**src/bbc_pkg.sv**
```systemverilog
// ----------------------------------------------------------------------------
// Bracket balance checker package
// Shared sizes, character codes, status codes and bracket classification.
// ----------------------------------------------------------------------------
package bbc_pkg;

  // Stack geometry.
  localparam int unsigned STACK_DEPTH = 64;
  localparam int unsigned AW          = (STACK_DEPTH > 1) ? $clog2(STACK_DEPTH) : 1;
  localparam int unsigned SPW         = $clog2(STACK_DEPTH + 1);

  // Field widths.
  localparam int unsigned BYTE_W   = 8;
  localparam int unsigned STATUS_W = 3;
  localparam int unsigned KIND_W   = 2;
  localparam int unsigned DEPTH_W  = 7;
  localparam int unsigned LINE_W   = 24;
  localparam int unsigned COL_W    = 16;

  localparam logic [LINE_W-1:0] LINE_MAX = '1;
  localparam logic [COL_W-1:0]  COL_MAX  = '1;

  // Characters of interest.
  localparam logic [BYTE_W-1:0] CH_LPAREN  = 8'h28;
  localparam logic [BYTE_W-1:0] CH_RPAREN  = 8'h29;
  localparam logic [BYTE_W-1:0] CH_LBRACE  = 8'h7B;
  localparam logic [BYTE_W-1:0] CH_RBRACE  = 8'h7D;
  localparam logic [BYTE_W-1:0] CH_LSQUARE = 8'h5B;
  localparam logic [BYTE_W-1:0] CH_RSQUARE = 8'h5D;
  localparam logic [BYTE_W-1:0] CH_NEWLINE = 8'h0A;

  // Status codes.
  localparam logic [STATUS_W-1:0] ST_OK       = 3'd0;
  localparam logic [STATUS_W-1:0] ST_NO_OPEN  = 3'd1;
  localparam logic [STATUS_W-1:0] ST_MISMATCH = 3'd2;
  localparam logic [STATUS_W-1:0] ST_OVERFLOW = 3'd3;
  localparam logic [STATUS_W-1:0] ST_STOPPED  = 3'd4;

  // Bracket kinds.
  localparam logic [KIND_W-1:0] KIND_NONE   = 2'd0;
  localparam logic [KIND_W-1:0] KIND_PAREN  = 2'd1;
  localparam logic [KIND_W-1:0] KIND_BRACE  = 2'd2;
  localparam logic [KIND_W-1:0] KIND_SQUARE = 2'd3;

  // Result of one byte, as handed to the output register.
  typedef struct packed {
    logic [STATUS_W-1:0] status;
    logic [KIND_W-1:0]   expected;
    logic [DEPTH_W-1:0]  depth;
    logic [LINE_W-1:0]   line;
    logic [COL_W-1:0]    col;
  } result_t;

  // Checker state visible to the top level.
  typedef struct packed {
    logic           halted;
    logic [SPW-1:0] sp;
  } state_t;

  function automatic logic [KIND_W-1:0] opener_kind(input logic [BYTE_W-1:0] c);
    logic [KIND_W-1:0] k;
    unique case (c)
      CH_LPAREN:  k = KIND_PAREN;
      CH_LBRACE:  k = KIND_BRACE;
      CH_LSQUARE: k = KIND_SQUARE;
      default:    k = KIND_NONE;
    endcase
    return k;
  endfunction

  function automatic logic [KIND_W-1:0] closer_kind(input logic [BYTE_W-1:0] c);
    logic [KIND_W-1:0] k;
    unique case (c)
      CH_RPAREN:  k = KIND_PAREN;
      CH_RBRACE:  k = KIND_BRACE;
      CH_RSQUARE: k = KIND_SQUARE;
      default:    k = KIND_NONE;
    endcase
    return k;
  endfunction

endpackage

```
**src/bbc_stack_ram.sv**
```systemverilog
// ----------------------------------------------------------------------------
// Bracket stack memory
// One write port, one registered read port, with write-to-read forwarding.
// ----------------------------------------------------------------------------
module bbc_stack_ram (
  input  logic                        clk_i,
  input  logic                        we_i,
  input  logic [bbc_pkg::AW-1:0]      waddr_i,
  input  logic [bbc_pkg::KIND_W-1:0]  wdata_i,
  input  logic [bbc_pkg::AW-1:0]      raddr_i,
  output logic [bbc_pkg::KIND_W-1:0]  rdata_o
);
  import bbc_pkg::*;

  logic [KIND_W-1:0] mem [STACK_DEPTH];
  logic [KIND_W-1:0] rdata_q;

  always_ff @(posedge clk_i) begin
    if (we_i) begin
      mem[waddr_i] <= wdata_i;
    end
  end

  // A write and a read of the same entry in one cycle return the new data.
  always_ff @(posedge clk_i) begin
    if (we_i && (waddr_i == raddr_i)) begin
      rdata_q <= wdata_i;
    end else begin
      rdata_q <= mem[raddr_i];
    end
  end

  assign rdata_o = rdata_q;

endmodule

```
**src/bbc_ctrl.sv**
```systemverilog
// ----------------------------------------------------------------------------
// Bracket checker control
// Classifies each byte, keeps the top of stack, stack pointer, sticky error
// and text position, and drives the stack memory.
// ----------------------------------------------------------------------------
module bbc_ctrl (
  input  logic                        clk_i,
  input  logic                        rst_ni,
  input  logic                        step_i,
  input  logic [bbc_pkg::BYTE_W-1:0]  text_byte_i,
  output bbc_pkg::result_t            result_o,
  output bbc_pkg::state_t             state_o
);
  import bbc_pkg::*;

  logic [SPW-1:0]    sp_q, sp_d;
  logic [KIND_W-1:0] top_q, top_d;
  logic              halted_q, halted_d;
  logic [LINE_W-1:0] line_q, line_d;
  logic [COL_W-1:0]  col_q, col_d;

  logic [KIND_W-1:0] ok_kind, ck_kind, below_top;
  logic              full, empty, push, pop;
  logic [STATUS_W-1:0] status;
  logic [KIND_W-1:0]   expected;
  logic              ram_we;
  logic [AW-1:0]     ram_waddr, ram_raddr;

  // The memory holds every entry below the top; its read port always
  // prefetches the entry just below the top for the next pop.
  bbc_stack_ram u_ram (
    .clk_i   (clk_i),
    .we_i    (ram_we),
    .waddr_i (ram_waddr),
    .wdata_i (top_q),
    .raddr_i (ram_raddr),
    .rdata_o (below_top)
  );

  assign ok_kind = opener_kind(text_byte_i);
  assign ck_kind = closer_kind(text_byte_i);
  assign full    = (sp_q == SPW'(STACK_DEPTH));
  assign empty   = (sp_q == '0);

  always_comb begin
    status   = ST_OK;
    expected = KIND_NONE;
    push     = 1'b0;
    pop      = 1'b0;
    if (halted_q) begin
      status = ST_STOPPED;
    end else if (ok_kind != KIND_NONE) begin
      if (full) begin
        status = ST_OVERFLOW;
      end else begin
        push = 1'b1;
      end
    end else if (ck_kind != KIND_NONE) begin
      if (empty) begin
        status = ST_NO_OPEN;
      end else if (top_q != ck_kind) begin
        status   = ST_MISMATCH;
        expected = top_q;
      end else begin
        pop = 1'b1;
      end
    end
  end

  always_comb begin
    line_d = line_q;
    col_d  = col_q;
    if (!halted_q) begin
      if (text_byte_i == CH_NEWLINE) begin
        if (line_q != LINE_MAX) begin
          line_d = line_q + LINE_W'(1);
        end
        col_d = '0;
      end else if (col_q != COL_MAX) begin
        col_d = col_q + COL_W'(1);
      end
    end
  end

  always_comb begin
    sp_d     = sp_q;
    top_d    = top_q;
    halted_d = halted_q;
    if (step_i) begin
      if (push) begin
        sp_d  = sp_q + SPW'(1);
        top_d = ok_kind;
      end else if (pop) begin
        sp_d  = sp_q - SPW'(1);
        top_d = below_top;
      end
      if (status != ST_OK) begin
        halted_d = 1'b1;
      end
    end
  end

  // The old top spills into the memory only when a push lands on a non-empty stack.
  assign ram_we    = step_i && push && !empty;
  assign ram_waddr = AW'(sp_q - SPW'(1));
  assign ram_raddr = AW'(sp_d - SPW'(2));

  always_ff @(posedge clk_i or negedge rst_ni) begin
    if (!rst_ni) begin
      sp_q     <= '0;
      halted_q <= 1'b0;
      line_q   <= '0;
      col_q    <= '0;
    end else if (step_i) begin
      sp_q     <= sp_d;
      halted_q <= halted_d;
      line_q   <= line_d;
      col_q    <= col_d;
    end
  end

  always_ff @(posedge clk_i) begin
    top_q <= top_d;
  end

  always_comb begin
    result_o.status   = status;
    result_o.expected = expected;
    result_o.depth    = DEPTH_W'(sp_d);
    result_o.line     = line_d;
    result_o.col      = col_d;
  end

  assign state_o.halted = halted_q;
  assign state_o.sp     = sp_q;

endmodule

```
**config.mk**
```make
export PLATFORM = sky130hd
export DESIGN_NAME = bbc_ctrl
export DESIGN_NICKNAME = d
export VERILOG_FILES = /design/src/bbc_pkg.sv /design/src/bbc_stack_ram.sv /design/src/bbc_ctrl.sv
export SDC_FILE = /design/constraint.sdc
export NUM_CORES = 1
export LEC_CHECK = 0
export BUFFER_PORTS_ARGS = -buffer_cell sky130_fd_sc_hd__buf_2
export CORE_MARGIN = 2
export CORE_UTILIZATION = 40
export CTS_CLUSTER_DIAMETER = 40
export DETAILED_ROUTE_END_ITERATION = 12
export MAX_ROUTING_LAYER = met4
export PLACE_DENSITY = 0.57
export REMOVE_ABC_BUFFERS = 1
export SLEW_MARGIN = 40
export SYNTH_ARGS = -nofsm -noshare
export SYNTH_HDL_FRONTEND = slang
export SYNTH_HIERARCHICAL = 1
export SYNTH_SLANG_ARGS = --single-unit
```
**constraint.sdc**
```tcl
create_clock -name clk_i -period 4 [get_ports clk_i]
set_input_delay 0.8 -clock clk_i [delete_from_list [all_inputs] [get_ports clk_i]]
set_output_delay 0.8 -clock clk_i [all_outputs]
set_load 0.01 [all_outputs]
```
# ---- Word-level counts from Yosys, hierarchy flattened
# Memories as Yosys holds them, arrays and structs flattened. A register that Yosys moved wholly into a read port is not among the register bits.
# Cells that the tools add are included.
dict set report classes {
  addsub 5
  multipliers 0
  div_mod_pow 0
  order_cmp 0
  n_eq_ne 11
  shifts 0
  mux 34
  bitwise_logic 0
  n_reduce_logical 10
}
# operator count
set ops {}
lappend ops {{2-to-1 mux 24 bit} 3}
lappend ops {{2-to-1 mux 16 bit} 3}
lappend ops {{equality test 8 x 7 -> 1 bit (second input constant)} 4}
lappend ops {{adder 24 x 1 -> 24 bit (second input constant)} 1}
lappend ops {{!= test 24 bit (second input constant)} 1}
lappend ops {{2-to-1 mux 2 bit} 11}
lappend ops {{2-to-1 mux 7 bit} 3}
lappend ops {{adder 16 x 1 -> 16 bit (second input constant)} 1}
lappend ops {{equality test 8 x 6 -> 1 bit (second input constant)} 2}
lappend ops {{!= test 16 bit (second input constant)} 1}
lappend ops {{case mux 2 bit (3 select lines)} 2}
lappend ops {{2-to-1 mux 1 bit} 10}
lappend ops {{equality test 8 x 4 -> 1 bit (second input constant)} 1}
lappend ops {{adder 7 x 1 -> 7 bit (second input constant)} 1}
lappend ops {{equality test 7 bit (second input constant)} 1}
lappend ops {{logical NOT 7 bit} 1}
lappend ops {{subtractor 7 x 1 -> 7 bit (second input constant)} 1}
lappend ops {{2-to-1 mux 3 bit} 2}
lappend ops {{nonzero test 2 bit} 3}
lappend ops {{subtractor 6 x 2 -> 6 bit (second input constant)} 1}
lappend ops {{AND reduction 2 bit} 2}
lappend ops {{nonzero test 3 bit} 1}
lappend ops {{logical AND 1 bit} 2}
lappend ops {{!= test 2 bit} 1}
lappend ops {{logical NOT 1 bit} 1}
dict set report totals {
  ff_bits 50
  latch_bits 0
  mem_bits_rw 128
  romBits 0
  inputBits 11
  output_inout_bits 60
  elab_cells 66
  memories 1
}
# memory words width read_ports rd_ports_with_merged_regs wr line_no
set memory_table {}
lappend memory_table {u_ram.mem 64 2 1 1 1 bbc_stack_ram.sv:15} ;# logic [KIND_W-1:0] mem [STACK_DEPTH];

# ---- Longest topological paths before layout
# Gate-level depths: netlist of the first run.
dict set report depth {
  depth_word 12
  depth_mapped 12
  ltp_nobuf 11
}

# ---- By module
# The synthesis of the first run kept the hierarchy.
# mod n_inst cells_per_inst area_each_um2 seq_area_each_um2
set by_module_without_submodules {}
lappend by_module_without_submodules {bbc_stack_ram 1 328 5477.8 3963.8}
lappend by_module_without_submodules {bbc_ctrl 1 455 3885.0 1261.2}

# ---- Worst setup path after synthesis of the first run
# Ideal clock, no wire load.
dict set report synth_timing {
  path_type {register to output}
  startpoint {register top_q[1]}
  endpoint {output port result_o[40] (netlist bit)}
  arrival_time_ps 2415
  required_ps 3200
  slack_ps 785
  path_stages_with_launch 9
  path_buffers 1
  cell_sequence {edfxtp_1 -> inv_1 -> nor2_1 -> o21ai_0 -> a21oi_1 -> o21ai_0 -> a21oi_1 -> xnor2_1 -> buf_4}
}
# item line_no
set synth_rtl {}
lappend synth_rtl {{start, declared} bbc_ctrl.sv:17} ;# logic [KIND_W-1:0] top_q, top_d;
lappend synth_rtl {{start signal, assigned} bbc_ctrl.sv:123} ;# top_q <= top_d;
lappend synth_rtl {{end, declared} bbc_ctrl.sv:11} ;# output bbc_pkg::result_t result_o,

==> results.json, run 1 <==
{
  "drtAntennaViolNets": 0,
  "worst_pin_slew_ns": 0.718,
  "clock_sinks": 184,
  "hold_buffers": 0,
  "post-place-ws_ns": 0.305,
  "endpoint_kind": "output port",
  "synth_top_family_by_area": "simple AND/OR/NAND/NOR gates",
  "p_comb_frac": 0.014,
  "fin_skew_ns": 0.0168,
  "area_growth_syn_to_layout_pct": 13.5,
  "layout-drive-gt1-share": 0.203,
  "async_reset_ff_frac": 0.261,
  "synth_commonest_cells": "130 x edfxtp_1, 112 x nor2_1, 58 x nand2_1, 54 x xnor2_1, 48 x dfrtp_1",
  "grtUsageTotal": 0.188,
  "synth_fa_ha_area_frac": 0.00668,
  "synth.area.top_cells": "edfxtp_1 42%, dfrtp_1 13%, mux4_2 7.0%",
  "yosysWarnings": 6,
  "tns_ns": 0,
  "cp_data_arrival_time_ns": 3.02,
  "seq_area_frac_synth": 0.558,
  "leakage_nw": 3.45,
  "root_buffer": "clkbuf_16",
  "synth-simple-area-share": 0.174,
  "setup_ws_ns": 0.184,
  "ys_ff_latch": 184,
  "antenna_found_initial": 0,
  "cap_violations": 0,
  "synthXorXnorAreaFrac": 0.0682,
  "hold_class": "in -> async",
  "synth_ff_type": "edfxtp_1",
  "power.internal_mw": 2.87,
  "grt_first_pass_wirelength_mm": 34.8,
  "cts_tree": "yes",
  "syn_inst": 783,
  "period_share": 0.954,
  "pwr-share-clk": 0.441,
  "clk_path_buf_depth": 2,
  "initial_core_util": 0.411,
  "fin_crit_ns": 3.82,
  "path_clk_slew_ns": 0.08,
  "relSlewSlack": 0.520,
  "max_clock_freq_ghz": 0.262,
  "numCtsBuffers": 17,
  "place_hpwl_mm": 14.6,
  "hold_viol": 0,
  "port_buffers": 70,
  "status": "complete, no violations",
  "rsz0062_at_grt": "no",
  "insertion_delay_ns": 0.43,
  "synth_area_um2": 9360,
  "ios": 71,
  "grt_max_degree": 65,
  "p_per_area_nw_per_um2": 349,
  "wl_per_cell_um": 18.3,
  "initialDrtViolationCount": 439,
  "slew_viol_final": 0,
  "firstDrtPassIters": 5,
  "synth_cell_types": 75,
  "start_kind": "flop",
  "finalNetCount": 866,
  "synthMuxAreaShare": 0.0802,
  "gr-total-overflow": 0,
  "ir_worst_vdd_mv": 0.265,
  "insertedDiodeCount": 0,
  "p_sw_frac": 0.227,
  "synth_edf_count": 130,
  "viasPerCell": 5.41,
  "cp.required_ns": 3.20,
  "setup_viol": 0,
  "wirelength_mm": 21.5,
  "synth_area_per_cell_um2": 12.0,
  "synth_compound_area_frac": 0.0827,
  "worstPathMaxFanout": 7,
  "die_area_um2": 24600,
  "via_count": 6358,
  "synth.most_common_cell": "edfxtp_1",
  "p_sw_uw": 841,
  "drc": 0,
  "grt_pass1_vias": 6410,
  "timing_worst_setup_path_type": "reg -> out",
  "yosysTopAreaCell": "edfxtp_1",
  "coreArea_um2": 22800,
  "die_w_um": 157,
  "yosys.area.top_type_share": 0.417,
  "gp_congestion": 0.854,
  "htreeDepth": 4,
  "die_h_um": 157,
  "seq_power_share": 0.545,
  "core.rowCount": 55
}
critical path, cell delays in order (launching register included):
cell,delay [ns]
dfrtp_1,0.49
clkinvlp_4,0.20
ha_1,0.26
nor3b_4,0.19
a311o_1,0.39
a2111oi_1,0.48
a311oi_1,0.09
and2_1,0.23
inv_1,0.09
buf_2,0.13
what timing repair did:
| item | CTS | global route |
|---|---|---|
| resized for setup | 0 | 4 |
| buffers inserted | 0 | 3 |
| endpoints found under the setup margin | 0 | 5 |
layout make-up:
type / instances / area, um2
Inverter: 14 / 56.3
Multi-Input combinational cell: 542 / 3860
Sequential cell: 184 / 5230
Tap cell: 313 / 392
Timing Repair Buffer: 91 / 510
Fill cell: 2110 / 12200
Clock inverter: 15 / 155
Clock buffer: 17 / 425
cell usage in the layout (no fill, tap or decap), drive strengths merged, types with 19 or more instances in the layout:
cell type  Yosys  routed
nand2         58      58
a21oi         23      23
edfxtp       130     130
inv           13      19
and3          21      21
mux4          29      29
xnor2         54      54
nor2         113     113
buf           22      91
dfrtp         48      48
nand3         34      34
o21ai         26      26
stage by stage:
step / utilization / std cells / area (um2) / hold slack (ns) / power [mW]
after detailed placement: 0.439 / 1141 / 10000 / 0.504 / 2.11
after CTS: 0.465 / 1173 / 10600 / 0.455 / 3.75
after global placement: 0.439 / 1141 / 10000 / 0.501 / 2.11
final: 0.467 / 1176 / 10600 / 0.300 / 3.71
after floorplan: - / 740 / 9130 / 0.478 / 2.08
after global routing: 0.467 / 1176 / 10600 / 0.331 / 3.83
cell families (layout without fill, tap and decap cells):
kind of cell	Yosys count	after routing
AOI/OAI and AO/OA	107	107
xor gates and xnor gates	72	72
adders and majority gates	5	5
buffers and inverters	57	137
DFF	184	184
muxes	38	38
and+or+nand+nor	320	320
power by group through the flow:
stage	logic, mW	registers [mW]	clock network [mW]
floorplan	0.0155	2.06	0
CTS	0.0511	2.02	1.68
finish	0.0508	2.02	1.64
detailed placement	0.0509	2.06	0
global placement	0.0507	2.06	0
global route	0.0569	2.02	1.75
registers in the layout, summed over array words and instances (netlist names), named ones only:
register and cells:
sp_q 7, top_q 2, halted_q 1, col_q 16
line_q 24, u_ram/mem 128
worst paths after layout:
check	from	endpoint	slack, ns	cells past startpoint
worst max register to register	sp_q[0]	flop	0.96	11
worst min register to register	line_q[17]	line_q[17]	0.52	1
worst max-delay path	sp_q[0]	result_o[41]	0.18	9
max in group asynchronous	rst_ni	sp_q[5]	3.06	2
worst min-delay path	rst_ni	line_q[1]	0.30	1
min in group clk_i	line_q[17]	line_q[17]	0.52	1
metal layers:
layer / up-vias / global-route usage / routed length (um)
li1: 3051 / - / -
met1: 3157 / 0.247 / 9990
met2: 129 / 0.305 / 10500
met3: 21 / 0.0278 / 658
met4: 0 / 0.0581 / 328
met5: - / - / 0
(Power assumes the default switching activity.)
==> run 2, diff against run 1 <==
- CORE_ASPECT_RATIO: not set -> 0.75
- CORE_MARGIN: 2 -> not set
- RECOVER_POWER: not set -> 25
==> results.json, run 2 (synthesis results as in run 1) <==
{
  "met2_length_mm": 9.36,
  "crit_chain": "clkinvlp_4 -> ha_1 -> nor3b_4 -> a21oi_2 -> and3_1 -> a221o_2 -> xor2_2 -> buf_2",
  "rsz0062_at_grt": "no",
  "hold_viol": 0,
  "slew_viol_final": 83,
  "timing_worst_setup_path_type": "reg -> out",
  "viasPerCell": 5.53,
  "slowest_stage": "a221o_2",
  "worst_hold_slack_ns": 0.514,
  "largest_reg_flops": 128,
  "worst_pin_slew_ns": 2.01,
  "gr-total-overflow": 0,
  "start_kind": "flop",
  "fin_skew_ns": 0.0128,
  "path_buf_inv": 2,
  "finalNetCount": 860,
  "fin_crit_ns": 3.84,
  "initialDrtViolationCount": 502,
  "root_buffer": "clkbuf_16",
  "regMostFlops": "u_ram/mem",
  "cp_slowest_stage_delay_ns": 0.46,
  "drc": 0,
  "htreeDepth": 4,
  "utilization": 0.460,
  "largestRegisters": "u_ram/mem (128), line_q (24), col_q (16)",
  "area_growth_syn_to_layout_pct": 13.0,
  "cp.required_ns": 3.20,
  "layout_commonest_cell": "edfxtp_1",
  "met3WireLength_mm": 1.24,
  "final_cell_mix": "130 x edfxtp_1, 112 x nor2_1, 69 x buf_2",
  "max_clock_freq_ghz": 0.260,
  "layout-drive-gt1-share": 0.194,
  "leakage_nw": 3.41,
  "wl_per_cell_um": 19.2,
  "grt_pass1_vias": 6025,
  "setup_ws_ns": 0.157,
  "post-place-ws_ns": 0.213,
  "period_share": 0.961,
  "place_hpwl_mm": 15.3,
  "worstPathMaxFanout": 11,
  "antenna_found_initial": 0,
  "firstDrtPassIters": 7,
  "power_mw": 3.80,
  "numCtsBuffers": 17,
  "die_h_um": 134,
  "initial_core_util": 0.407,
  "cp_data_arrival_time_ns": 3.04,
  "die_w_um": 179,
  "final_cells": 1157,
  "relSlewSlack": -0.339,
  "clk_path_buf_depth": 2,
  "via_count": 6400,
  "dp_cells": 1124,
  "critical_path.top_delay_family": "compound AO/OA/AOI/OAI gates",
  "core.rowCount": 48,
  "top_layer": "met4",
  "clock_sinks": 184,
  "hold_class": "reg -> reg",
  "gp_congestion": 0.812,
  "ir_worst_vdd_mv": 0.292,
  "tns_ns": 0,
  "cts_tree": "yes",
  "cap_violations": 2,
  "grtUsageTotal": 0.200,
  "port_buffers": 70,
  "grt_max_degree": 65,
  "violations": "max-capacitance violations, max-slew violations",
  "coreArea_um2": 23000,
  "grt_first_pass_wirelength_mm": 35.1,
  "setup_viol": 0,
  "m1WireLength_mm": 11.4,
  "fin_area_um2": 10600,
  "dpl_cell_area_um2": 9970,
  "drtAntennaViolNets": 0,
  "insertion_delay_ns": 0.43,
  "ios": 71,
  "die_area_um2": 24000,
  "wirelength_mm": 22.2,
  "endpoint_kind": "output port",
  "p_per_area_nw_per_um2": 359,
  "status": "complete, but fails checks",
  "path_clk_slew_ns": 0.07,
  "insertedDiodeCount": 0
}
run 2: cell types whose count changed in the layout (fill, tap and decap cells not counted), moves of 2 or more:
cell,change
clkinv_4,-2
clkinvlp_4,+2
clkinv_2,+2
clkbuf_1,+4
buf_4,-11
inv_8,-4
bufinv_16,+3
clkinv_8,-3
run 2: layer usage:
| layer | global-route usage | up-vias |
|---|---|---|
| met1 | 0.316 | 3180 |
| met2 | 0.266 | 181 |
| met3 | 0.0313 | 10 |
| li1 | - | 3029 |
| met5 | - | - |
| met4 | 0.0414 | 0 |
run 2: timing repair:
| item | in CTS | in global routing |
|---|---|---|
| endpoints found under the setup margin | 0 | 10 |
| buffers inserted | 0 | 1 |
| hold buffers | 0 | 0 |
| resized for setup | 0 | 5 |
run 2: worst reg2reg max path, stage by stage, from the launching register on:
cell        delay (ns)
dfrtp_2           0.43
clkinvlp_4        0.22
ha_1              0.31
nor3b_4           0.19
a311o_1           0.39
a21oi_2           0.30
a32oi_2           0.19
xnor2_1           0.27
inv_1             0.08
ha_1              0.21
nor3b_2           0.16
xor2_1            0.15
run 2: final cells by class:
class,count,area (um2)
timing repair buffer,85,463
sequential,184,5230
inverter,14,56.3
clock buffer,17,425
tap,300,375
multi-input combinational,542,3860
clock inverter,15,173
fill,2111,12400
run 2: path summary, 6_finish.rpt:
| path | startpoint | end | slack [ns] | depth (start not counted) |
|---|---|---|---|---|
| max in group asynchronous | rst_ni | col_q[9] | 1.56 | 2 |
| hold / removal | line_q[6] | line_q[6] | 0.51 | 1 |
| setup / recovery | sp_q[0] | result_o[43] | 0.16 | 8 |
| setup reg to reg | sp_q[0] | flop | 0.99 | 11 |
| hold reg to reg | line_q[6] | line_q[6] | 0.51 | 1 |
| min in group asynchronous | rst_ni | line_q[5] | 0.87 | 1 |
run 2: where the power goes:
| group | internal, mW | switching (mW) | leakage [nW] |
|---|---|---|---|
| Clock | 0.985 | 0.745 | 0.288 |
| Sequential | 2.02 | 0.00192 | 1.41 |
| Combinational | 0.0140 | 0.0361 | 1.72 |
| Total | 3.02 | 0.783 | 3.41 |
